$ cat config.mk
export PLATFORM = sky130hd
export DESIGN_NAME = p3d_fifo
export DESIGN_NICKNAME = d
export VERILOG_FILES = /design/src/rtl/pool3d_max_avg_assert.svh /design/src/rtl/p3d_pkg.sv /design/src/rtl/p3d_fifo.sv
export SDC_FILE = /design/constraint.sdc
export NUM_CORES = 1
export LEC_CHECK = 0
export ABC_AREA = 0
export BUFFER_PORTS_ARGS = -buffer_cell sky130_fd_sc_hd__buf_2
export CAP_MARGIN = 40
export CORE_ASPECT_RATIO = 1.25
export CORE_UTILIZATION = 56
export DETAILED_ROUTE_END_ITERATION = 8
export PLACE_DENSITY = 0.92
export SETUP_SLACK_MARGIN = 0.4
export SLEW_MARGIN = 10
export SYNTH_ARGS = -nofsm -noshare
export SYNTH_HDL_FRONTEND = slang
export SYNTH_SLANG_ARGS = --single-unit
$ cat constraint.sdc
create_clock -name clk_i -period 5 [get_ports clk_i]
set_clock_uncertainty 0.05 [all_clocks]
set_input_delay 1.5 -clock clk_i [delete_from_list [all_inputs] [get_ports clk_i]]
set_output_delay 1.5 -clock clk_i [all_outputs]
set_load 0.01 [all_outputs]
$ cat src/rtl/pool3d_max_avg_assert.svh
// Assertion macros for the pool3d_max_avg RTL (used by p3d_back).
// Needs clk_i and rst_ni in the scope of the module that uses them.
`ifndef POOL3D_MAX_AVG_ASSERT_SVH
`define POOL3D_MAX_AVG_ASSERT_SVH

// Clocked check, disabled while reset is asserted.
`define P3D_ASSERT(label, prop, msg) \
  label: assert property (@(posedge clk_i) disable iff (!rst_ni) prop) else $error(msg);

// Implication from a condition to a check in the next cycle.
`define P3D_ASSERT_NEXT(label, cond, prop, msg) \
  label: assert property (@(posedge clk_i) disable iff (!rst_ni) (cond) |=> (prop)) \
    else $error(msg);

`endif

$ cat src/rtl/p3d_pkg.sv
// Package for the 3D pooling block: widths, mode codes, back-end states, queue entry type.
// No dependencies.
`default_nettype none
package p3d_pkg;
  localparam int DATA_W = 16;
  localparam int IDX_W  = 10;
  localparam int SUM_W  = 25;
  localparam int CNT_W  = 10;
  localparam int WORD_W = SUM_W + CNT_W + DATA_W;
  localparam int DEPTH  = 1 << IDX_W;

  typedef enum logic [1:0] {
    MODE_AVG  = 2'd0,
    MODE_MAX  = 2'd1,
    MODE_ZERO = 2'd2
  } mode_e;

  typedef enum logic [2:0] {
    B_IDLE = 3'd0,
    B_UPD  = 3'd1,
    B_DIV  = 3'd2,
    B_OUT  = 3'd3
  } back_state_e;

  // One classified element on its way to the back end
  typedef struct packed {
    logic [IDX_W-1:0]         idx;
    logic                     fresh;
    logic signed [DATA_W-1:0] x;
    logic                     emit;
    logic                     last;
    mode_e                    mode;
  } entry_t;
endpackage
`default_nettype wire

$ cat src/rtl/p3d_fifo.sv
// Two-entry queue between the front and back ends.
// Depends on p3d_pkg.
`default_nettype none
module p3d_fifo (
  input  wire logic            clk_i,
  input  wire logic            rst_ni,
  input  wire logic            push_i,
  input  wire p3d_pkg::entry_t data_i,
  input  wire logic            pop_i,
  output p3d_pkg::entry_t      data_o,
  output logic                 full_o,
  output logic                 empty_o
);
  p3d_pkg::entry_t slot_q [2];
  logic       wp_q, rp_q;
  logic [1:0] cnt_q;

  assign full_o  = cnt_q[1];
  assign empty_o = (cnt_q == 2'd0);
  assign data_o  = slot_q[rp_q];

  // storage
  always_ff @(posedge clk_i) begin
    if (push_i) slot_q[wp_q] <= data_i;
  end

  // pointers and fill
  always_ff @(posedge clk_i or negedge rst_ni) begin
    if (!rst_ni) begin
      wp_q  <= 1'b0;
      rp_q  <= 1'b0;
      cnt_q <= 2'd0;
    end else begin
      if (push_i) wp_q <= ~wp_q;
      if (pop_i) rp_q <= ~rp_q;
      if (push_i && !pop_i) cnt_q <= cnt_q + 2'd1;
      else if (pop_i && !push_i) cnt_q <= cnt_q - 2'd1;
    end
  end
endmodule
`default_nettype wire

Word-level counts from Yosys, hierarchy flattened
Memory sizes are Yosys's and may differ from the RTL's.
Index checks and enable logic that the tools add are counted.
Word-level totals
  register bits: 4
  memory bits (writable): 62
  input bits: 35
  output and inout port bits: 33
  logic and storage cells: 18
  memories kept: 1
Cells by class
  add/sub/neg operators: 2
  mux-type cells: 4
  bitwise gates (word level): 2
  reductions and logical operators: 6
Memory list
  slot_q: words 2, bits a word 31, read ports 1, clocked after Yosys merged registers in 0, wr ports 1, RTL line p3d_fifo.sv:14  | p3d_pkg::entry_t slot_q [2];
Operators with widths (number)
  $mux W2: 2
  $add A2 B1 Y2 const B: 1
  $logic_and A1 B1 Y1: 2
  $logic_not A1 Y1: 2
  $logic_not A2 Y1: 1
  $mux W1: 2
  $not A1 Y1: 2
  $reduce_bool A2 Y1: 1
  $sub A2 B1 Y2 const B: 1

Depth between registers and ports, before layout
  depth in word-level cells: 4
  mapped depth: 5
  mapped depth without buffers: 5

Worst setup path after synthesis
No wires, ideal clock.
  path type: input -> register
  start point: input port push_i
  end point: memory slot_q[0][0] (netlist name), enable pin
  library setup time: 0.423 ns
  arrival time: 2.905 ns
  data required time: 4.527 ns
  slack: 1.622 ns
  cell stages on the path: 1
  path buffers: 0
  cells stage by stage: nor2b_1
Between the ends
  cells in the longest elaborated chain, start to end: 2
RTL lines
  from (decl): RTL line p3d_fifo.sv:7  | input wire logic push_i,
  $mux W1: RTL line p3d_fifo.sv:24  | if (push_i) slot_q[wp_q] <= data_i;
  $mux W1 (not written as such): RTL line p3d_fifo.sv:24
  to (decl): RTL line p3d_fifo.sv:14
Every way passes these cells.

==> flow_summary.rst <==
.. list-table::
   :header-rows: 1

   * - Metric
     - Value
   * - WP data arrival
     - 1.72 ns
   * - DRC violations left
     - 0
   * - TritonCTS clock tree
     - built
   * - Max rail drop VDD
     - 265.9 uV
   * - Actual transition at the worst max-transition pin
     - 0.8707 ns
   * - Routed via count
     - 1233
   * - Min cycle time layout
     - 3.271 ns
   * - Class of the tightest hold or removal check
     - reg -> reg
   * - Fin Hold WS
     - 0.4616 ns
   * - Max-cap viol count
     - 0
   * - Pin count of the biggest net entering global routing
     - 32
   * - Diode count
     - 0
   * - Global-route wire length before repair
     - 6.147 mm
   * - Summed instance area of the synthesized netlist
     - 2571 sq um
   * - Proportion of power drawn by flip-flops and latches
     - 48.4%
   * - Post-cts resize count
     - 0
   * - Number of clock buffers inserted by TritonCTS
     - 9
   * - Buffers inserted during post-CTS setup optimization
     - 0
   * - Final Hold Vio Count
     - 0
   * - Share of layout cells above drive strength 1
     - 58.85%
   * - Pre-Repair DR Iteration Count
     - 4
   * - Critical path class
     - reg -> out
   * - Seq cells post-synth
     - 66
   * - Endpoint kind of the worst setup timing path
     - output port
   * - P per Cell Area
     - 542.9 nW/um^2
   * - Worst setup SP type
     - flip-flop
   * - Net load switching power
     - 0.0004760 W
   * - Filler Cell Count
     - 294
   * - Area share of the largest cell type after synthesis
     - 72.41%
   * - Achievable clock frequency
     - 305.7 MHz
   * - Post-Syn Instances
     - 112
   * - Post-Synthesis Net Count
     - 148
   * - 1st-iter DRT viols
     - 27
   * - Total GRT Usage
     - 17.89%
   * - Register clock-pin slew on the reported worst setup and hold paths
     - 0.06 ns
   * - Master cell of the clock root buffer
     - sky130_fd_sc_hd__clkbuf_8
   * - Number of primary I/O pins
     - 68
   * - Worst setup endpoint
     - data_o[26]
   * - Post-Syn Area per Cell
     - 22.96 sq um
   * - Combinational cell fraction of total power
     - 31.1%
   * - Startpoint of the worst setup timing path
     - rp_q
   * - Final setup violation count
     - 0
   * - Count of input and output buffers
     - 67
   * - Wire length per cell
     - 15.81 microns
   * - Initial antenna violation count
     - 0
   * - Sequential fraction of the synthesis area
     - 76.30%
   * - Worst-case register-to-register setup slack
     - 3.43 ns
   * - Max-slew headroom
     - 41.83%
   * - Clock network power share
     - 20.4%
   * - Total negative slack for setup checks
     - 0 ns
   * - Quantity of hold-fixing buffers added after cts
     - 0
   * - Core area
     - 4392 sq um
   * - Number of global-route vias before repair
     - 1372
   * - Die boundary height
     - 77.76 microns
   * - Yosys Warn Count
     - 0
   * - Max Fanout on Critical Path
     - 17
   * - Leakage power total
     - 1.278 nW
   * - FF-to-FF path depth
     - 1
   * - Maximum count of clock buffers along a single path
     - 2
   * - CTS HTree Levels
     - 3
   * - Die Area
     - 4868 sq um
   * - Starting density of the core
     - 58.55%
   * - Detail-routed via count per cell
     - 4.932
   * - Area growth from synthesis to layout
     - 20.68%
   * - Reg-to-reg critical path endpoint
     - slot_q[0][16]
   * - Total internal power
     - 0.001209 W
   * - Outcome
     - finished clean
   * - Leading cell type in the layout, fill and taps excluded
     - sky130_fd_sc_hd__buf_2
   * - Setup repair after global routing missed its margin
     - false
   * - Worst reg2reg startpoint
     - wp_q
   * - Grt ovf
     - 0
   * - Clock sink count
     - 66
   * - Cell types occupying the most area after synthesis
     - sky130_fd_sc_hd__edfxtp_1, sky130_fd_sc_hd__mux2_4, sky130_fd_sc_hd__dfrtp_1
   * - Worst EP required
     - 3.45 ns
   * - Routability congestion estimate
     - 0.6858
   * - Post-layout net count
     - 224
   * - DIE WIDTH
     - 62.61 microns
   * - Number of pins exceeding their max-slew limit in the final report
     - 0
   * - Total Wirelength
     - 3.953 mm
   * - Fraction of power spent switching nets
     - 28.26%
   * - Remaining antenna violation count after routing
     - 0
   * - Post-synthesis cell type with the largest combined area
     - sky130_fd_sc_hd__edfxtp_1
   * - Unique cell type count in the Yosys netlist
     - 13
   * - Leading cell types in the layout, fill and taps excluded
     - sky130_fd_sc_hd__buf_2, sky130_fd_sc_hd__edfxtp_1, sky130_fd_sc_hd__mux2_4, sky130_fd_sc_hd__clkbuf_8, sky130_fd_sc_hd__xor2_1
   * - Clock latency on the worst-skew pair
     - 0.31 ns
   * - Detailed placement HPWL
     - 2.799 mm
   * - Placement Rows
     - 27
   * - Fraction of the cycle the final worst path needs
     - 65.42%
## synth_stat cells
cell type                  number
sky130_fd_sc_hd__buf_6          1
sky130_fd_sc_hd__edfxtp_1      62
sky130_fd_sc_hd__nor2_1         2
sky130_fd_sc_hd__buf_12         3
sky130_fd_sc_hd__mux2_2         2
sky130_fd_sc_hd__ha_1           1
sky130_fd_sc_hd__nor2b_1        1
sky130_fd_sc_hd__mux2_4        29
sky130_fd_sc_hd__inv_1          1
sky130_fd_sc_hd__dfrtp_1        4
sky130_fd_sc_hd__xor2_1         4
sky130_fd_sc_hd__xnor2_1        1
sky130_fd_sc_hd__and2_1         1
## power by group through the flow
stage                     Sequential, W  Combinational [W]  Clock [W]
after CTS                      0.000818           0.000534   0.000357
after detailed placement       0.000830           0.000532          0
after floorplan                0.000780           0.000436          0
final                          0.000816           0.000524   0.000344
after global placement         0.000844           0.000470          0
after global routing           0.000827           0.000562   0.000375
## flip-flops by register name (all words and copies together) (netlist names)
name	cells
wp_q	1
slot_q	62
rp_q	1
cnt_q	2
## stage by stage
step / setup WS (ns) / cells / utilization, % / total power [W] / area [sq um]
2_1_floorplan: 1.622 / 112 / - / 0.001216 / 2571
4_1_cts: 1.695 / 250 / 70.66 / 0.001709 / 3103
6_report: 1.729 / 250 / 70.66 / 0.001685 / 3103
3_5_place_dp: 2.052 / 235 / 67.21 / 0.001362 / 2952
3_3_place_gp: 1.930 / 234 / 66.58 / 0.001313 / 2924
5_1_grt: 1.652 / 250 / 70.66 / 0.001764 / 3103
## worst min-delay path by stage
stage,end,from,slack [ns],cells after the start
2_1_floorplan,wp_q,wp_q,0.41,1
3_3_place_gp,cnt_q[1],cnt_q[1],0.43,1
3_5_place_dp,cnt_q[1],cnt_q[1],0.45,1
4_1_cts,cnt_q[1],cnt_q[1],0.47,1
5_1_grt,cnt_q[1],cnt_q[1],0.48,1
6_report,cnt_q[1],cnt_q[1],0.46,1
## critical path, cell delays in order, from the launching register on
cell and delay [ns]:
sky130_fd_sc_hd__dfrtp_2 0.71, sky130_fd_sc_hd__buf_16 0.24, sky130_fd_sc_hd__mux2_4 0.31, sky130_fd_sc_hd__buf_2 0.14
## per-layer routing
metal  track usage [%]  vias up  part of all wire [%]
li1                  -      581                     -
met1             15.51      598                    32
met2             34.13       44                    60
met3             4.118       10                   4.6
met4             13.95        0                   3.3
met5                 0        -                     0
## layout make-up
type	count	area, sq um	area share [%]
clock inverter	4	20.02	0.6452
tap	58	72.57	2.339
inverter	1	3.754	0.1210
multi-input combinational	41	541.8	17.46
clock buffer	11	131.4	4.234
timing repair buffer	69	370.4	11.94
sequential	66	1963	63.27
## cell families (layout without fill, tap and decap cells)
group	after synthesis	count (layout)	share of synthesized area [%]
AND/OR/NAND/NOR	4	4	0.7790
adder cells (fa/ha/maj)	1	1	0.4865
flip-flops	66	66	76.30
XOR/XNOR	5	5	1.703
buffers and inverters	5	85	2.920
multiplexers	31	31	17.81
Note: power is estimated with default switching activity, not from simulation.
