[config.mk]
export PLATFORM = sky130hd
export DESIGN_NAME = p3d_front
export DESIGN_NICKNAME = d
export VERILOG_FILES = /design/src/rtl/pool3d_max_avg_assert.svh /design/src/rtl/p3d_pkg.sv /design/src/rtl/p3d_front.sv
export SDC_FILE = /design/constraint.sdc
export NUM_CORES = 1
export LEC_CHECK = 0
export BUFFER_PORTS_ARGS = -buffer_cell sky130_fd_sc_hd__buf_4
export CAP_MARGIN = 10
export CORE_MARGIN = 4
export CORE_UTILIZATION = 61
export CTS_CLUSTER_DIAMETER = 30
export DETAILED_ROUTE_END_ITERATION = 7
export PLACE_DENSITY_LB_ADDON = 0.05
export SLEW_MARGIN = 10
export SYNTH_ARGS = -nofsm -noshare
export SYNTH_HDL_FRONTEND = slang
export SYNTH_SLANG_ARGS = --single-unit
[constraint.sdc]
create_clock -name clk_i -period 4.8 [get_ports clk_i]
set_input_delay 0.24 -clock clk_i [delete_from_list [all_inputs] [get_ports clk_i]]
set_output_delay 0.24 -clock clk_i [all_outputs]
set_load 0.005 [all_outputs]
[src/rtl/pool3d_max_avg_assert.svh]
// Assertion macros for the pool3d_max_avg RTL (used by p3d_back).
// Needs clk_i and rst_ni in the scope of the module that uses them.
`ifndef POOL3D_MAX_AVG_ASSERT_SVH
`define POOL3D_MAX_AVG_ASSERT_SVH

// Clocked check, disabled while reset is asserted.
`define P3D_ASSERT(label, prop, msg) \
  label: assert property (@(posedge clk_i) disable iff (!rst_ni) prop) else $error(msg);

// Implication from a condition to a check in the next cycle.
`define P3D_ASSERT_NEXT(label, cond, prop, msg) \
  label: assert property (@(posedge clk_i) disable iff (!rst_ni) (cond) |=> (prop)) \
    else $error(msg);

`endif

[src/rtl/p3d_pkg.sv]
// Package for the 3D pooling block: widths, mode codes, back-end states, queue entry type.
// No dependencies.
`default_nettype none
package p3d_pkg;
  localparam int DATA_W = 16;
  localparam int IDX_W  = 10;
  localparam int SUM_W  = 25;
  localparam int CNT_W  = 10;
  localparam int WORD_W = SUM_W + CNT_W + DATA_W;
  localparam int DEPTH  = 1 << IDX_W;

  typedef enum logic [1:0] {
    MODE_AVG  = 2'd0,
    MODE_MAX  = 2'd1,
    MODE_ZERO = 2'd2
  } mode_e;

  typedef enum logic [2:0] {
    B_IDLE = 3'd0,
    B_UPD  = 3'd1,
    B_DIV  = 3'd2,
    B_OUT  = 3'd3
  } back_state_e;

  // One classified element on its way to the back end
  typedef struct packed {
    logic [IDX_W-1:0]         idx;
    logic                     fresh;
    logic signed [DATA_W-1:0] x;
    logic                     emit;
    logic                     last;
    mode_e                    mode;
  } entry_t;
endpackage
`default_nettype wire

[src/rtl/p3d_front.sv]
// Front end: configuration registers, position tracking, window index and
// fill-count bookkeeping. Depends on p3d_pkg.
`default_nettype none
module p3d_front (
  input  wire logic                 clk_i,
  input  wire logic                 rst_ni,
  input  wire logic                 cfg_we_i,
  input  wire logic [2:0]           cfg_index_i,
  input  wire logic [8:0]           cfg_data_i,
  input  wire logic                 accept_i,
  input  wire logic [15:0]          sample_i,
  output logic                      push_o,
  output p3d_pkg::entry_t           entry_o
);
  localparam logic [2:0] CFG_DIM_O = 3'd0;
  localparam logic [2:0] CFG_DIM_M = 3'd1;
  localparam logic [2:0] CFG_DIM_I = 3'd2;
  localparam logic [2:0] CFG_WIN_O = 3'd3;
  localparam logic [2:0] CFG_WIN_M = 3'd4;
  localparam logic [2:0] CFG_WIN_I = 3'd5;
  localparam logic [2:0] CFG_MODE  = 3'd6;
  localparam logic [10:0] FULL_HW  = 11'(p3d_pkg::DEPTH);

  logic [8:0] dim_o_q, dim_m_q, dim_i_q;
  logic [3:0] win_o_q, win_m_q, win_i_q;
  logic [1:0] mode_q;

  logic [7:0]  pos_o_q, pos_m_q, pos_i_q;
  logic [2:0]  sub_o_q, sub_m_q, sub_i_q;
  logic [7:0]  wi_q;
  logic [15:0] base_q;
  logic [10:0] hw_q;

  logic [7:0]  dl_o, dl_m, dl_i;
  logic [2:0]  wl_o, wl_m, wl_i;
  logic        pe_o, pe_m, pe_i, we_o, we_m, we_i;
  logic        plane_start;
  logic [10:0] hw_eff, hw_d;
  logic [15:0] raw;
  logic        valid_ent;

  // clamped limits, as last index
  function automatic logic [7:0] dim_last(logic [8:0] v);
    logic [8:0] c;
    c = (v == 9'd0) ? 9'd1 : ((v > 9'd256) ? 9'd256 : v);
    return 8'(c - 9'd1);
  endfunction

  function automatic logic [2:0] win_last(logic [3:0] v);
    logic [3:0] c;
    c = (v == 4'd0) ? 4'd1 : ((v > 4'd8) ? 4'd8 : v);
    return 3'(c - 4'd1);
  endfunction

  always_comb begin
    dl_o = dim_last(dim_o_q);
    dl_m = dim_last(dim_m_q);
    dl_i = dim_last(dim_i_q);
    wl_o = win_last(win_o_q);
    wl_m = win_last(win_m_q);
    wl_i = win_last(win_i_q);
    pe_o = (pos_o_q == dl_o);
    pe_m = (pos_m_q == dl_m);
    pe_i = (pos_i_q == dl_i);
    we_o = (sub_o_q == wl_o);
    we_m = (sub_m_q == wl_m);
    we_i = (sub_i_q == wl_i);
    plane_start = (pos_i_q == 8'd0) && (pos_m_q == 8'd0) && (sub_o_q == 3'd0);
    hw_eff = plane_start ? 11'd0 : hw_q;
    raw = base_q + {8'd0, wi_q};
    // entry holds data of this plane if its raw index was already reached
    valid_ent = hw_eff[10] || ({1'b0, raw[9:0]} < hw_eff);
    if (raw >= 16'(p3d_pkg::DEPTH - 1)) hw_d = FULL_HW;
    else if (11'(raw + 16'd1) > hw_eff) hw_d = 11'(raw + 16'd1);
    else hw_d = hw_eff;
  end

  always_comb begin
    push_o        = accept_i;
    entry_o.idx   = raw[p3d_pkg::IDX_W-1:0];
    entry_o.fresh = ~valid_ent;
    entry_o.x     = sample_i;
    entry_o.emit  = (we_o || pe_o) && (we_m || pe_m) && (we_i || pe_i);
    entry_o.last  = pe_o && pe_m && pe_i;
    case (mode_q)
      p3d_pkg::MODE_AVG: entry_o.mode = p3d_pkg::MODE_AVG;
      p3d_pkg::MODE_MAX: entry_o.mode = p3d_pkg::MODE_MAX;
      default:           entry_o.mode = p3d_pkg::MODE_ZERO;
    endcase
  end

  // configuration registers
  always_ff @(posedge clk_i or negedge rst_ni) begin
    if (!rst_ni) begin
      dim_o_q <= 9'd1;
      dim_m_q <= 9'd1;
      dim_i_q <= 9'd1;
      win_o_q <= 4'd1;
      win_m_q <= 4'd1;
      win_i_q <= 4'd1;
      mode_q  <= p3d_pkg::MODE_AVG;
    end else if (cfg_we_i) begin
      case (cfg_index_i)
        CFG_DIM_O: dim_o_q <= cfg_data_i;
        CFG_DIM_M: dim_m_q <= cfg_data_i;
        CFG_DIM_I: dim_i_q <= cfg_data_i;
        CFG_WIN_O: win_o_q <= cfg_data_i[3:0];
        CFG_WIN_M: win_m_q <= cfg_data_i[3:0];
        CFG_WIN_I: win_i_q <= cfg_data_i[3:0];
        CFG_MODE:  mode_q  <= cfg_data_i[1:0];
        default:   ;
      endcase
    end
  end

  // position walk; a valid config write restarts the stream
  always_ff @(posedge clk_i or negedge rst_ni) begin
    if (!rst_ni) begin
      pos_o_q <= '0; pos_m_q <= '0; pos_i_q <= '0;
      sub_o_q <= '0; sub_m_q <= '0; sub_i_q <= '0;
      wi_q    <= '0;
      base_q  <= '0;
      hw_q    <= '0;
    end else if (cfg_we_i && (cfg_index_i <= CFG_MODE)) begin
      pos_o_q <= '0; pos_m_q <= '0; pos_i_q <= '0;
      sub_o_q <= '0; sub_m_q <= '0; sub_i_q <= '0;
      wi_q    <= '0;
      base_q  <= '0;
    end else if (accept_i) begin
      hw_q <= hw_d;
      if (!pe_i) begin
        pos_i_q <= pos_i_q + 8'd1;
        if (we_i) begin
          sub_i_q <= '0;
          wi_q    <= wi_q + 8'd1;
        end else begin
          sub_i_q <= sub_i_q + 3'd1;
        end
      end else begin
        pos_i_q <= '0;
        sub_i_q <= '0;
        wi_q    <= '0;
        if (!pe_m) begin
          pos_m_q <= pos_m_q + 8'd1;
          if (we_m) begin
            sub_m_q <= '0;
            base_q  <= base_q + {8'd0, wi_q} + 16'd1;
          end else begin
            sub_m_q <= sub_m_q + 3'd1;
          end
        end else begin
          pos_m_q <= '0;
          sub_m_q <= '0;
          base_q  <= '0;
          if (!pe_o) begin
            pos_o_q <= pos_o_q + 8'd1;
            sub_o_q <= we_o ? 3'd0 : sub_o_q + 3'd1;
          end else begin
            pos_o_q <= '0;
            sub_o_q <= '0;
          end
        end
      end
    end
  end
endmodule
`default_nettype wire

### Yosys cells after proc, flatten, opt, wreduce, memory -nomap -nowiden

Index checks and enable logic that the tools add are counted.

* bits in writable memories: 0
* output and inout port bits: 32
* latch bits: 0
* bits in read-only memories: 0
* input port bits: 32
* flip-flop bits (word level): 109
* memories: 0
* word-level logic and storage cells: 147

* divide/modulo/power cells: 0
* $lt $le $gt $ge: 10
* multipliers: 0
* equal/unequal tests: 13
* add/sub/neg operators: 15
* shift operators: 0
* bitwise gates (word level): 2
* multiplexer cells: 52
* reductions and logical operators: 39

Operator list (number)
* two-way mux 8 bit: 22
* two-way mux 16 bit: 5
* two-way mux 3 bit: 21
* two-way mux 11 bit: 3
* adder 8 x 1 -> 8 bit, second input constant: 4
* > comparator 9 bit, second input constant: 3
* zero test 9 bit: 3
* equality test 8 bit: 3
* subtractor 8 x 1 -> 8 bit, second input constant: 3
* AND reduction 2 bit: 10
* adder 16 x 1 -> 16 bit, second input constant: 1
* adder 16 x 8 -> 16 bit: 1
* >= comparator 16 x 10 -> 1 bit, second input constant: 1
* zero test 8 bit: 2
* > comparator 4 bit, second input constant: 3
* zero test 4 bit: 3
* > comparator 11 bit: 1
* less-than comparator 10 x 11 -> 1 bit: 1
* adder 3 x 1 -> 3 bit, second input constant: 3
* equality test 3 bit: 3
* equality test 3 bit, second input constant: 3
* subtractor 3 x 1 -> 3 bit, second input constant: 3
* logical AND 1 bit: 7
* equality test 3 x 2 -> 1 bit, second input constant: 2
* other kinds (11): 20

### Logic depth before layout (Yosys ltp)

Gate-level depths: netlist (run 1).

* word-level depth: 11
* depth in mapped cells: 18
* depth with buffers taken out: 17

### Least setup slack after synthesis (run 1)

OpenSTA, ideal clock, no wires.

* path type: register to register
* from: register wi_q[0]
* to: register hw_q[2]
* library setup time: 121 ps
* data required time: 4679 ps
* path slack: 946 ps
* buffers on the path: 1
* period minus slack after synthesis: 3854 ps
* stages on the path, launching flop included: 18
* arrival: 3733 ps
* path through: dfrtp_1 ha_1 inv_1 fa_1 nor2b_1 o22ai_1 xnor2_1 and4_1 nand3_2 nor3_2 xnor2_1 ha_1 and3_1 a31oi_1 a32oi_1 nor2b_1 buf_2 a22o_1

RTL lines
* from (decl): line p3d_front.sv:30 `logic [7:0] wi_q;`
* from (signal assigned): line p3d_front.sv:135 `wi_q <= wi_q + 8'd1;`
* to (signal assigned): line p3d_front.sv:130 `hw_q <= hw_d;`
* to (decl): line p3d_front.sv:32 `logic [10:0] hw_q;`

### Worst setup path after layout (run 1)

* from: register wi_q[0]
* to: register hw_q[0]

* longest elaborated chain between the ends: 5
* elaborated cells between the ends (all ways): 6
* classes of those cells: add/sub: 2; order compare: 2; mux: 2

Ends and longest elaborated chain
* adder 16 x 8 -> 16 bit (*): line p3d_front.sv:70 `raw = base_q + {8'd0, wi_q};`
* adder 16 x 1 -> 16 bit
* > comparator 11 bit: line p3d_front.sv:74 `else if (11'(raw + 16'd1) > hw_eff) hw_d = 11'(raw + 16'd1);`
* two-way mux 11 bit: line p3d_front.sv:74
* two-way mux 11 bit (*): line p3d_front.sv:73 `if (raw >= 16'(p3d_pkg::DEPTH - 1)) hw_d = FULL_HW;`

Mark *: on every way between the ends. The rest lies on a longest branch, timed or not.
A chain may end at the register's enable or synchronous reset.

==> impl_metrics.yaml, run 1 <==
drt:
  wl_met2_mm: 7.943
  wirelength_mm: 16.65
  wl_met3_um: 609
  routedWlPerCell_um: 17.65
  drtIter0Drc: 450
  dr.pass1.iters: 5
  top_layer: "met4"
  wl_met1_mm: 7.729
  via_per_inst: 6.183
  num_vias: 5831
  final_antenna_net_count: 0
  drc: 0
critical_path:
  cp_slowest_cell: "nor2b_2"
  crit_type: "reg2reg"
  cp.buffers_inverters: 2
  cp-end-kind: "register"
  cp.required_ns: 5.10
  cp.depth: 17
  cpPeakStageDelay_ns: 0.47
  critPathArrivalTime_ns: 4.61
  startpoint_type: "register"
  ff2ff_path_depth: 17
  crit_path_max_fanout: 9
  crit_family: "simple AND/OR/NAND/NOR gates"
  cp_cell_sequence: "ha_1 -> inv_1 -> fa_1 -> nor2b_1 -> o2111ai_1 -> nor3b_2 -> xor2_1 -> inv_1 -> nand3_2 -> nor3_2 -> xnor2_1 -> ha_1 -> and3_1 -> a31oi_1 -> a32oi_1 -> nor2b_2 -> a22o_1"
power:
  ir_drop_v: 0.0003250
  p_per_area_nw_per_um2: 383.6
  p_sw_uw: 1089
  combPwrFrac_pct: 34.5
  p_leak_uw: 0.003560
  pwr-share-seq_pct: 39.8
  clockPowerShare_pct: 25.7
  p_sw_share_pct: 35.66
  p_int_uw: 1965
layout:
  seqCellArea_um2: 2735
  multi_input_area_um2: 4285
  areaGrowthSynthToFinish_pct: 8.088
  final_area_um2: 7959
  antennaDiodeCount: 0
  instances_no_fill: 943
  fillers: 950
  layout.nets: 873
  drive_gt1_share_pct: 15.25
synthesis:
  ys_warn_count: 0
  syn_area_per_cell_um2: 9.428
  ys_ff_latch: 109
  synth_edf_count: 0
  synthArstFlopShare_pct: 100.0
  synth-seq-area-share_pct: 37.15
  yosysMostFrequentCell: "dfrtp_1"
  synthesis.area_um2: 7363
  synthFlopType: "dfrtp_1"
  syn_nets: 859
  post-synth-top-area-cell: "dfrtp_1"
  synth_common_cells: "dfrtp_1 (103), nand2_1 (69), o21ai_0 (60), nor2_1 (48), ha_1 (45)"
  ys_types: 67
  synth_top_area_share_pct: 35.00
  synthTopCellsByArea: "dfrtp_1 (35%), ha_1 (7.6%), mux2_2 (6.1%)"
  synthCells: 781
placement:
  place_ws_ns: 0.3867
  gp_congestion: 0.9023
  postPlaceCellArea_um2: 7631
  hpwl_mm: 12.35
  placement.io_buffers: 31
  place_inst: 926
die:
  die_area_um2: 13890
  ios: 64
  fp.coreArea_um2: 11610
  start_util_pct: 63.40
  die_x_um: 117.9
  die_h_um: 117.9
  rows: 39
sta:
  worstMarginPinSlew_ns: 0.7623
  finalSetupViolCount: 0
  fin_crit_sh_pct: 89.79
  hold_violations: 0
  setup_ws_ns: 0.4900
  finalMaxSlewViolations: 0
  final.setup.tns_ns: 0
  rsz0062_at_grt: "false"
  period_needed_ns: 4.310
  hold_slack_ns: 0.1385
  fmax_ghz: 0.2320
  relSlewSlack_pct: 49.18
  skew_ns: 0.007510
grt:
  antenna_found_initial: 0
  track_usage_pct: 24.56
  grt_max_degree: 60
  overflow: 0
  grt_pass1_wl_mm: 28.07
  grt_pass1_vias: 5694
clock_tree:
  cts_buffer_depth: 2
  cts_made_buffers: 9
  worstSkewPairLatency_ns: 0.36
  tritoncts: "built"
  h-tree-depth: 3
  cts_root_buffer: "clkbuf_16"
  clk_pin_slew_ns: 0.08
  cts.sinks: 109
min_path:
  hp-class: "in2reg"
  hold_path_depth: 3
run_status:
  outcome: "completed"
flow_run:
  cap_violations: 0
[worst min-delay path: stages]
cell,delay [ns]
buf_4,0.11
nand2_1,0.04
o21ai_0,0.07
[state kept, by name (all words and copies together) (netlist names)]
register  cells
base_q       16
hw_q         11
dim_i_q       9
dim_m_q       9
dim_o_q       9
pos_i_q       8
pos_m_q       8
pos_o_q       8
wi_q          8
win_i_q       4
win_m_q       4
win_o_q       4
sub_i_q       3
sub_m_q       3
sub_o_q       3
mode_q        2
[power groups by stage]
stage | Combinational [uW] | Sequential (uW) | Clock [uW]
floorplan | 817 | 1170 | 0
global placement | 1000 | 1220 | 0
detailed placement | 1050 | 1230 | 0
CTS | 1050 | 1210 | 800
global route | 1180 | 1240 | 838
finish | 1050 | 1210 | 785
[routing by layer]
layer  track usage, %  up-vias
li1                 -     2810
met1            33.83     2856
met2            39.71      125
met3            4.469       40
met4            7.399        0
met5                0        -
[worst paths after layout]
| path | from | end | slack [ns] |
|---|---|---|---|
| min in group asynchronous | rst_ni | dim_i_q[7] | 0.45 |
| min reg2reg | base_q[0] | base_q[0] | 0.50 |
| max in group asynchronous | rst_ni | hw_q[10] | 3.13 |
| min | cfg_data_i[7] | dim_o_q[7] | 0.14 |
| max reg2reg | wi_q[0] | hw_q[0] | 0.49 |
| max | wi_q[0] | hw_q[0] | 0.49 |
[final cells by class]
| cell class | count | area share (%) |
|---|---|---|
| multi-input cells | 601 | 53.84 |
| flip-flops and latches | 109 | 34.37 |
| repair buffers | 45 | 4.276 |
| clock buffers | 10 | 2.877 |
| well taps | 143 | 2.248 |
| inverters | 29 | 1.368 |
| clock inverters | 6 | 1.022 |
[logic make-up (layout without fill, tap and decap cells)]
| kind of cell | count (synthesis) | in the layout | share of synthesized area [%] |
|---|---|---|---|
| and+or+nand+nor | 272 | 272 | 20.00 |
| AOI/OAI and AO/OA | 169 | 169 | 15.00 |
| DFF | 109 | 109 | 37.15 |
| buffers and inverters | 71 | 90 | 4.758 |
| xor gates and xnor gates | 70 | 70 | 8.513 |
| adders and majority gates | 46 | 46 | 7.918 |
| muxes | 44 | 44 | 6.661 |
[repair_timing]
| action | in CTS | in global routing |
|---|---|---|
| resized for setup | 0 | 1 |
| hold buffers | 1 | 0 |
| endpoints found under the hold margin | 44 | 0 |
| setup endpoints to repair | 0 | 9 |
| setup buffers | 0 | 0 |
[cell usage in the layout, fill, tap and decap left out, types with 6 or more instances in the layout]
master     count
dfrtp_1      103
nand2_1       69
o21ai_0       60
nor2_1        48
ha_1          45
buf_4         44
mux2_2        40
xnor2_1       37
a21oi_1       33
xor2_1        32
inv_1         29
nand2b_1      24
a22o_1        20
and3_1        18
nor3_1        17
nand3_1       17
nor2b_1       16
nor4_1        10
nand4_1       10
clkbuf_16      9
o21a_1         8
o31ai_1        7
dfstp_2        6
[stage by stage]
step	total power, uW	util, %
after floorplan	1987	-
after global placement	2219	65.71
after detailed placement	2272	65.71
after CTS	3063	68.47
after global routing	3257	68.53
final	3053	68.53
Note: power is estimated with default switching activity, not from simulation.
==> run 2, diff against run 1 <==
--- a/config.mk
+++ b/config.mk
@@ -5,10 +5,11 @@
 export SDC_FILE = /design/constraint.sdc
 export NUM_CORES = 1
 export LEC_CHECK = 0
+export ABC_AREA = 1
 export BUFFER_PORTS_ARGS = -buffer_cell sky130_fd_sc_hd__buf_4
 export CAP_MARGIN = 10
 export CORE_MARGIN = 4
-export CORE_UTILIZATION = 61
+export CORE_UTILIZATION = 54
 export CTS_CLUSTER_DIAMETER = 30
 export DETAILED_ROUTE_END_ITERATION = 7
 export PLACE_DENSITY_LB_ADDON = 0.05
==> impl_metrics.yaml, run 2 <==
drt:
  dr.pass1.iters: 5
  routedWlPerCell_um: 13.72
  via_per_inst: 5.144
  final_antenna_net_count: 0
  drtIter0Drc: 372
  drc: 0
  num_vias: 6826
  wirelength_mm: 18.21
synthesis:
  synthFlopType: "dfrtp_1"
  synth-seq-area-share_pct: 34.09
  ys_types: 47
  synthArstFlopShare_pct: 100.0
  synthTopCellsByArea: "dfrtp_1 (32%), nand2_1 (15%), ha_1 (7.0%)"
  synthesis.area_um2: 8024
  ys_ff_latch: 109
  synthCells: 1129
  post-synth-top-area-cell: "dfrtp_1"
  yosysMostFrequentCell: "nand2_1"
  syn_area_per_cell_um2: 7.107
  syn_nets: 1207
  ys_warn_count: 0
  synth_common_cells: "nand2_1 (331), inv_1 (144), dfrtp_1 (103), nor2_1 (88), o21ai_0 (79)"
  synth_top_area_share_pct: 32.12
  synth_edf_count: 0
die:
  start_util_pct: 55.21
  die_area_um2: 16870
  ios: 64
  die_x_um: 129.9
  fp.coreArea_um2: 14530
  die_h_um: 129.9
  rows: 44
clock_tree:
  cts_buffer_depth: 2
  tritoncts: "built"
  clk_pin_slew_ns: 0.07
  cts.sinks: 109
  ctsHoldBuffers: 0
  cts_made_buffers: 9
  h-tree-depth: 3
  cts_root_buffer: "clkbuf_16"
  cts_setup_buffers: 0
  worstSkewPairLatency_ns: 0.35
  cts_resized: 0
layout:
  final_common_cell: "nand2_1"
  largest_reg_flops: 16
  drive_gt1_share_pct: 8.749
  antennaDiodeCount: 0
  reg_top3: "base_q x16, hw_q x11"
  fillers: 1381
  areaGrowthSynthToFinish_pct: 6.814
  layout.nets: 1216
  seqCellArea_um2: 2735
  top_register: "base_q"
  final_cell_mix: "nand2_1 (331), inv_1 (144), dfrtp_1 (103), nor2_1 (88), o21ai_0 (79)"
  multi_input_area_um2: 4493
  instances_no_fill: 1327
critical_path:
  crit_type: "reg2reg"
  cp-end-kind: "register"
  cp.buffers_inverters: 4
  cp_cell_sequence: "ha_1 -> inv_1 -> fa_1 -> inv_1 -> ha_1 -> nand3_1 -> nor2_1 -> nand2_1 -> nor2_2 -> nand2_1 -> xor2_1 -> inv_1 -> ha_1 -> a21o_1 -> nand4_1 -> nand2_1 -> clkinv_1 -> nand2_2 -> nand2_2 -> nand2_1 -> nand3_1 -> nand2_1"
  critPathArrivalTime_ns: 4.02
  cp.required_ns: 5.05
  cpPeakStageDelay_ns: 0.42
  startpoint_type: "register"
  crit_path_max_fanout: 11
  cp_slowest_cell: "dfrtp_1"
  cp_common_cell: "nand2_1"
  crit_family: "simple AND/OR/NAND/NOR gates"
sta:
  worstMarginPinSlew_ns: 0.9132
  fmax_ghz: 0.2652
  finalMaxSlewViolations: 0
  hold_violations: 0
  relSlewSlack_pct: 39.12
  fin_crit_sh_pct: 78.54
  rsz0062_at_grt: "false"
  finalSetupViolCount: 0
  skew_ns: 0.008176
  period_needed_ns: 3.770
  setup_ws_ns: 1.030
  final.setup.tns_ns: 0
grt:
  antenna_found_initial: 0
  grt_pass1_vias: 6243
  grt_pass1_wl_mm: 30.50
  overflow: 0
  track_usage_pct: 22.66
  grt_max_degree: 72
power:
  pwr-share-seq_pct: 35.5
  p_sw_uw: 1399
  finalPower_uw: 3391
  ir_drop_v: 0.0002171
  p_sw_share_pct: 41.27
  combPwrFrac_pct: 43.1
  p_leak_uw: 0.004421
  clockPowerShare_pct: 21.4
  p_per_area_nw_per_um2: 395.7
  p_int_uw: 1992
placement:
  hpwl_mm: 14.15
  placement.io_buffers: 31
  place_ws_ns: 1.040
  gp_congestion: 0.8869
  place_inst: 1311
run_status:
  outcome: "completed"
min_path:
  hp-class: "in2async"
flow_run:
  cap_violations: 0
run 2: cell types whose count changed in the layout (fill, tap and decap cells not counted), moves of 24 or more:
cell      delta
nor2_1      +40
inv_1      +115
nand3_1     +58
xor2_1      +26
mux2_2      -40
nand2b_1    -24
nand2_1    +262
run 2: layout make-up:
cell class                 instances  share of cell area [%]
clock inverter                     5                  0.5109
timing repair buffer              34                   2.978
inverter                         152                   6.657
multi-input combinational        832                   52.42
clock buffer                      11                   2.832
sequential                       109                   31.91
tap                              184                   2.686
run 2: path summary, 6_finish.rpt:
kind	end	cells after the start	slack (ns)	startpoint
setup / recovery	hw_q[4]	22	1.03	wi_q[0]
hold / removal	pos_o_q[3]	1	0.03	rst_ni
setup reg to reg	hw_q[4]	22	1.03	wi_q[0]
hold reg to reg	hw_q[9]	2	0.48	hw_q[9]
max in group asynchronous	win_o_q[0]	2	3.71	rst_ni
min in group clk_i	dim_o_q[7]	3	0.21	cfg_data_i[7]
run 2: worst reg2reg max path: cells and delay by family (launching register included):
family | cells | cell delay (ns)
compound gates | 1 | 0.18
flops | 1 | 0.42
buf+inv | 4 | 0.36
fa+ha+maj | 4 | 1.21
simple gates | 12 | 1.24
xor+xnor | 1 | 0.27
run 2: routing by layer:
layer  GRT usage (%)  vias up  wire, um
met5               0        -         0
met4           5.012        0       144
met3           3.971       11       716
met2           34.97       86      8071
met1           33.48     3118      9278
li1                -     3611         -
run 2: per-stage QoR:
step / hold slack (ns) / utilization (%) / cell area (um^2)
2_1_floorplan: -0.05559 / - / 8024
3_3_place_gp: 0.4357 / 57.00 / 8284
3_5_place_dp: 0.4387 / 57.00 / 8284
4_1_cts: 0.05703 / 58.97 / 8571
5_1_grt: 0.1058 / 58.97 / 8571
6_report: 0.03069 / 58.97 / 8571
run 2: logic make-up after synthesis:
kind of cell               Yosys count  synth area share, %
DFF                                109                34.09
adders and majority gates           46                7.266
xor gates and xnor gates            73                7.968
buffers and inverters              188                9.917
AOI/OAI and AO/OA                  120                8.031
and+or+nand+nor                    593                32.73
run 2: power groups by stage:
stage / Clock (uW) / Combinational (uW) / Sequential, uW
final: 726 / 1460 / 1200
after global routing: 781 / 1680 / 1230
after CTS: 745 / 1470 / 1200
after detailed placement: 0 / 1470 / 1220
after global placement: 0 / 1450 / 1220
after floorplan: 0 / 1170 / 1190
==> run 3, diff against run 2 <==
==> constraint.sdc (replaced) <==
create_clock -name clk_i -period 3 [get_ports clk_i]
set_input_delay 0.15 -clock clk_i [delete_from_list [all_inputs] [get_ports clk_i]]
set_output_delay 0.15 -clock clk_i [all_outputs]
set_load 0.005 [all_outputs]
==> impl_metrics.yaml, run 3 (synthesis results as in run 2) <==
run_status:
  outcome: "finished with violations"
  violations: "setup timing"
critical_path:
  cp_cell_sequence: "ha_2 -> nand2_1 -> nand2_1 -> inv_1 -> nand3_1 -> and2_1 -> nand3_4 -> nor2_4 -> nand2_2 -> buf_6 -> xor2_2 -> inv_1 -> ha_4 -> nand2_1 -> o21ai_1 -> nand2_1 -> inv_1 -> nand3_2 -> nand2_4 -> buf_6 -> nand3_1 -> nand3_1 -> nand2_1"
  r2r_end: "hw_q[2]"
  cp.required_ns: 3.26
  r2r_slack_ns: -0.31
  rr_startpoint: "base_q[2]"
  crit_type: "reg2reg"
  cp-end-kind: "register"
  cp.buffers_inverters: 5
  crit_path_max_fanout: 5
  startpoint_type: "register"
  cp.depth: 23
  crit_family: "simple AND/OR/NAND/NOR gates"
  cp_common_cell: "nand2_1"
  worstSetupEndpoint: "hw_q[2]"
  cp_slowest_cell: "dfrtp_1"
  crit_path_start: "base_q[2]"
  cpPeakStageDelay_ns: 0.42
  ff2ff_path_depth: 23
  critPathArrivalTime_ns: 3.57
power:
  ir_drop_v: 0.0005456
  p_leak_uw: 0.005468
  p_per_area_nw_per_um2: 645.7
  finalPower_uw: 6954
grt:
  overflow: 0
  grt_pass1_wl_mm: 34.49
  antenna_found_initial: 0
  grt_pass1_vias: 6980
  track_usage_pct: 25.62
  grt_max_degree: 68
drt:
  num_vias: 7795
  final_antenna_net_count: 0
  dr.pass1.iters: 5
  drc: 0
  via_per_inst: 5.285
  drtIter0Drc: 668
  wirelength_mm: 22.42
  routedWlPerCell_um: 15.20
clock_tree:
  cts_root_buffer: "clkbuf_16"
  cts_made_buffers: 9
  tritoncts: "built"
  cts_buffer_depth: 2
  h-tree-depth: 3
  clk_pin_slew_ns: 0.09
  worstSkewPairLatency_ns: 0.37
  cts.sinks: 109
layout:
  top_register: "base_q"
  instances_no_fill: 1475
  drive_gt1_share_pct: 30.60
  antennaDiodeCount: 0
  reg_top3: "base_q x16, hw_q x11"
  layout.nets: 1364
  final_cell_mix: "nand2_1 (272), buf_4 (148), inv_1 (127), dfrtp_1 (103), nor2_1 (78)"
  largest_reg_flops: 16
  final_common_cell: "nand2_1"
  fillers: 1115
  areaGrowthSynthToFinish_pct: 34.23
sta:
  rsz0062_at_grt: "true"
  hold_slack_ns: 0.09195
  hold_violations: 0
  period_needed_ns: 3.313
  fin_crit_sh_pct: 110.4
  fmax_ghz: 0.3019
  setup_ws_ns: -0.3125
  skew_ns: 0.01253
  relSlewSlack_pct: 40.22
  finalMaxSlewViolations: 0
  finalSetupViolCount: 14
  final.setup.tns_ns: -3.280
  worstMarginPinSlew_ns: 0.8967
die:
  fp.coreArea_um2: 14530
  die_h_um: 129.9
  ios: 64
  rows: 44
  die_area_um2: 16870
  start_util_pct: 55.21
  die_x_um: 129.9
min_path:
  hp-class: "in2reg"
placement:
  place_inst: 1410
  placement.io_buffers: 31
  hpwl_mm: 15.40
  gp_congestion: 0.8804
flow_run:
  cap_violations: 0
[run 3: cell count changes in the layout (fill, tap and decap cells not counted), sizes merged]
cell         before  now
nand2           344  346
clkbuf           11   12
clkinvlp          2    0
dlygate4sd3       0    1
buf              34  176
inv             152  153
clkinv            3    6
[run 3: worst reg2reg max path, stage by stage (launching register included)]
cell     delay [ns]
dfrtp_1        0.42
ha_2           0.40
nand2_1        0.07
nand2_1        0.08
inv_1          0.05
nand3_1        0.11
and2_1         0.23
nand3_4        0.11
nor2_4         0.13
nand2_2        0.09
buf_6          0.13
xor2_2         0.15
inv_1          0.10
ha_4           0.27
nand2_1        0.06
o21ai_1        0.12
nand2_1        0.08
inv_1          0.07
nand3_2        0.10
nand2_4        0.12
buf_6          0.15
nand3_1        0.07
nand3_1        0.08
nand2_1        0.05
[run 3: what timing repair did]
item / CTS / global route
gates resized for setup: 77 / 154
hold buffers: 1 / 0
endpoints found under the hold margin: 59 / 0
pin swaps: 40 / 89
cloned: 3 / 4
endpoints found under the setup margin: 15 / 60
buffers inserted: 23 / 25
[run 3: stage by stage]
step                      area, um^2  worst slack (ns)  util [%]
after CTS                       9916           -0.2896     68.22
after global placement          9101           -0.2461     62.62
after global routing           10770           -0.4869     74.10
final                          10770           -0.3125     74.10
after floorplan                 8073           -0.1583         -
after detailed placement        9101           -0.3675     62.62
[run 3: worst min-delay path by stage]
stage / end / cells past startpoint / slack, ns / startpoint
CTS: dim_i_q[7] / 3 / 0.09 / cfg_data_i[7]
global route: dim_i_q[7] / 3 / 0.1 / cfg_data_i[7]
finish: dim_i_q[7] / 3 / 0.09 / cfg_data_i[7]
detailed placement: entry_o[10] / 0 / 0.30 / sample_i[6]
global placement: entry_o[10] / 0 / 0.30 / sample_i[6]
floorplan: base_q[0] / 0 / -0.15 / rst_ni
[run 3: area by class of cell]
cell class,instances,area (um^2),area share (%)
inverter,152,576.8,5.355
sequential,109,2735,25.40
clock buffer,9,225.2,2.091
multi-input combinational,834,5359,49.76
tap,184,230.2,2.138
timing repair buffer,180,1550,14.39
clock inverter,7,93.84,0.8713
[run 3: routing by layer]
metal | track usage [%] | part of all wire, %
met3 | 4.421 | 5.2
met4 | 5.318 | 0.70
met1 | 40.61 | 49
met2 | 36.55 | 45
met5 | 0 | 0
[run 3: where the power goes]
part / internal (uW) / switching [uW] / leakage [uW]
Combinational: 1660 / 2090 / 0.00388
Clock: 608 / 656 / 0.000154
Sequential: 1720 / 222 / 0.00143
Total: 3990 / 2970 / 0.00547
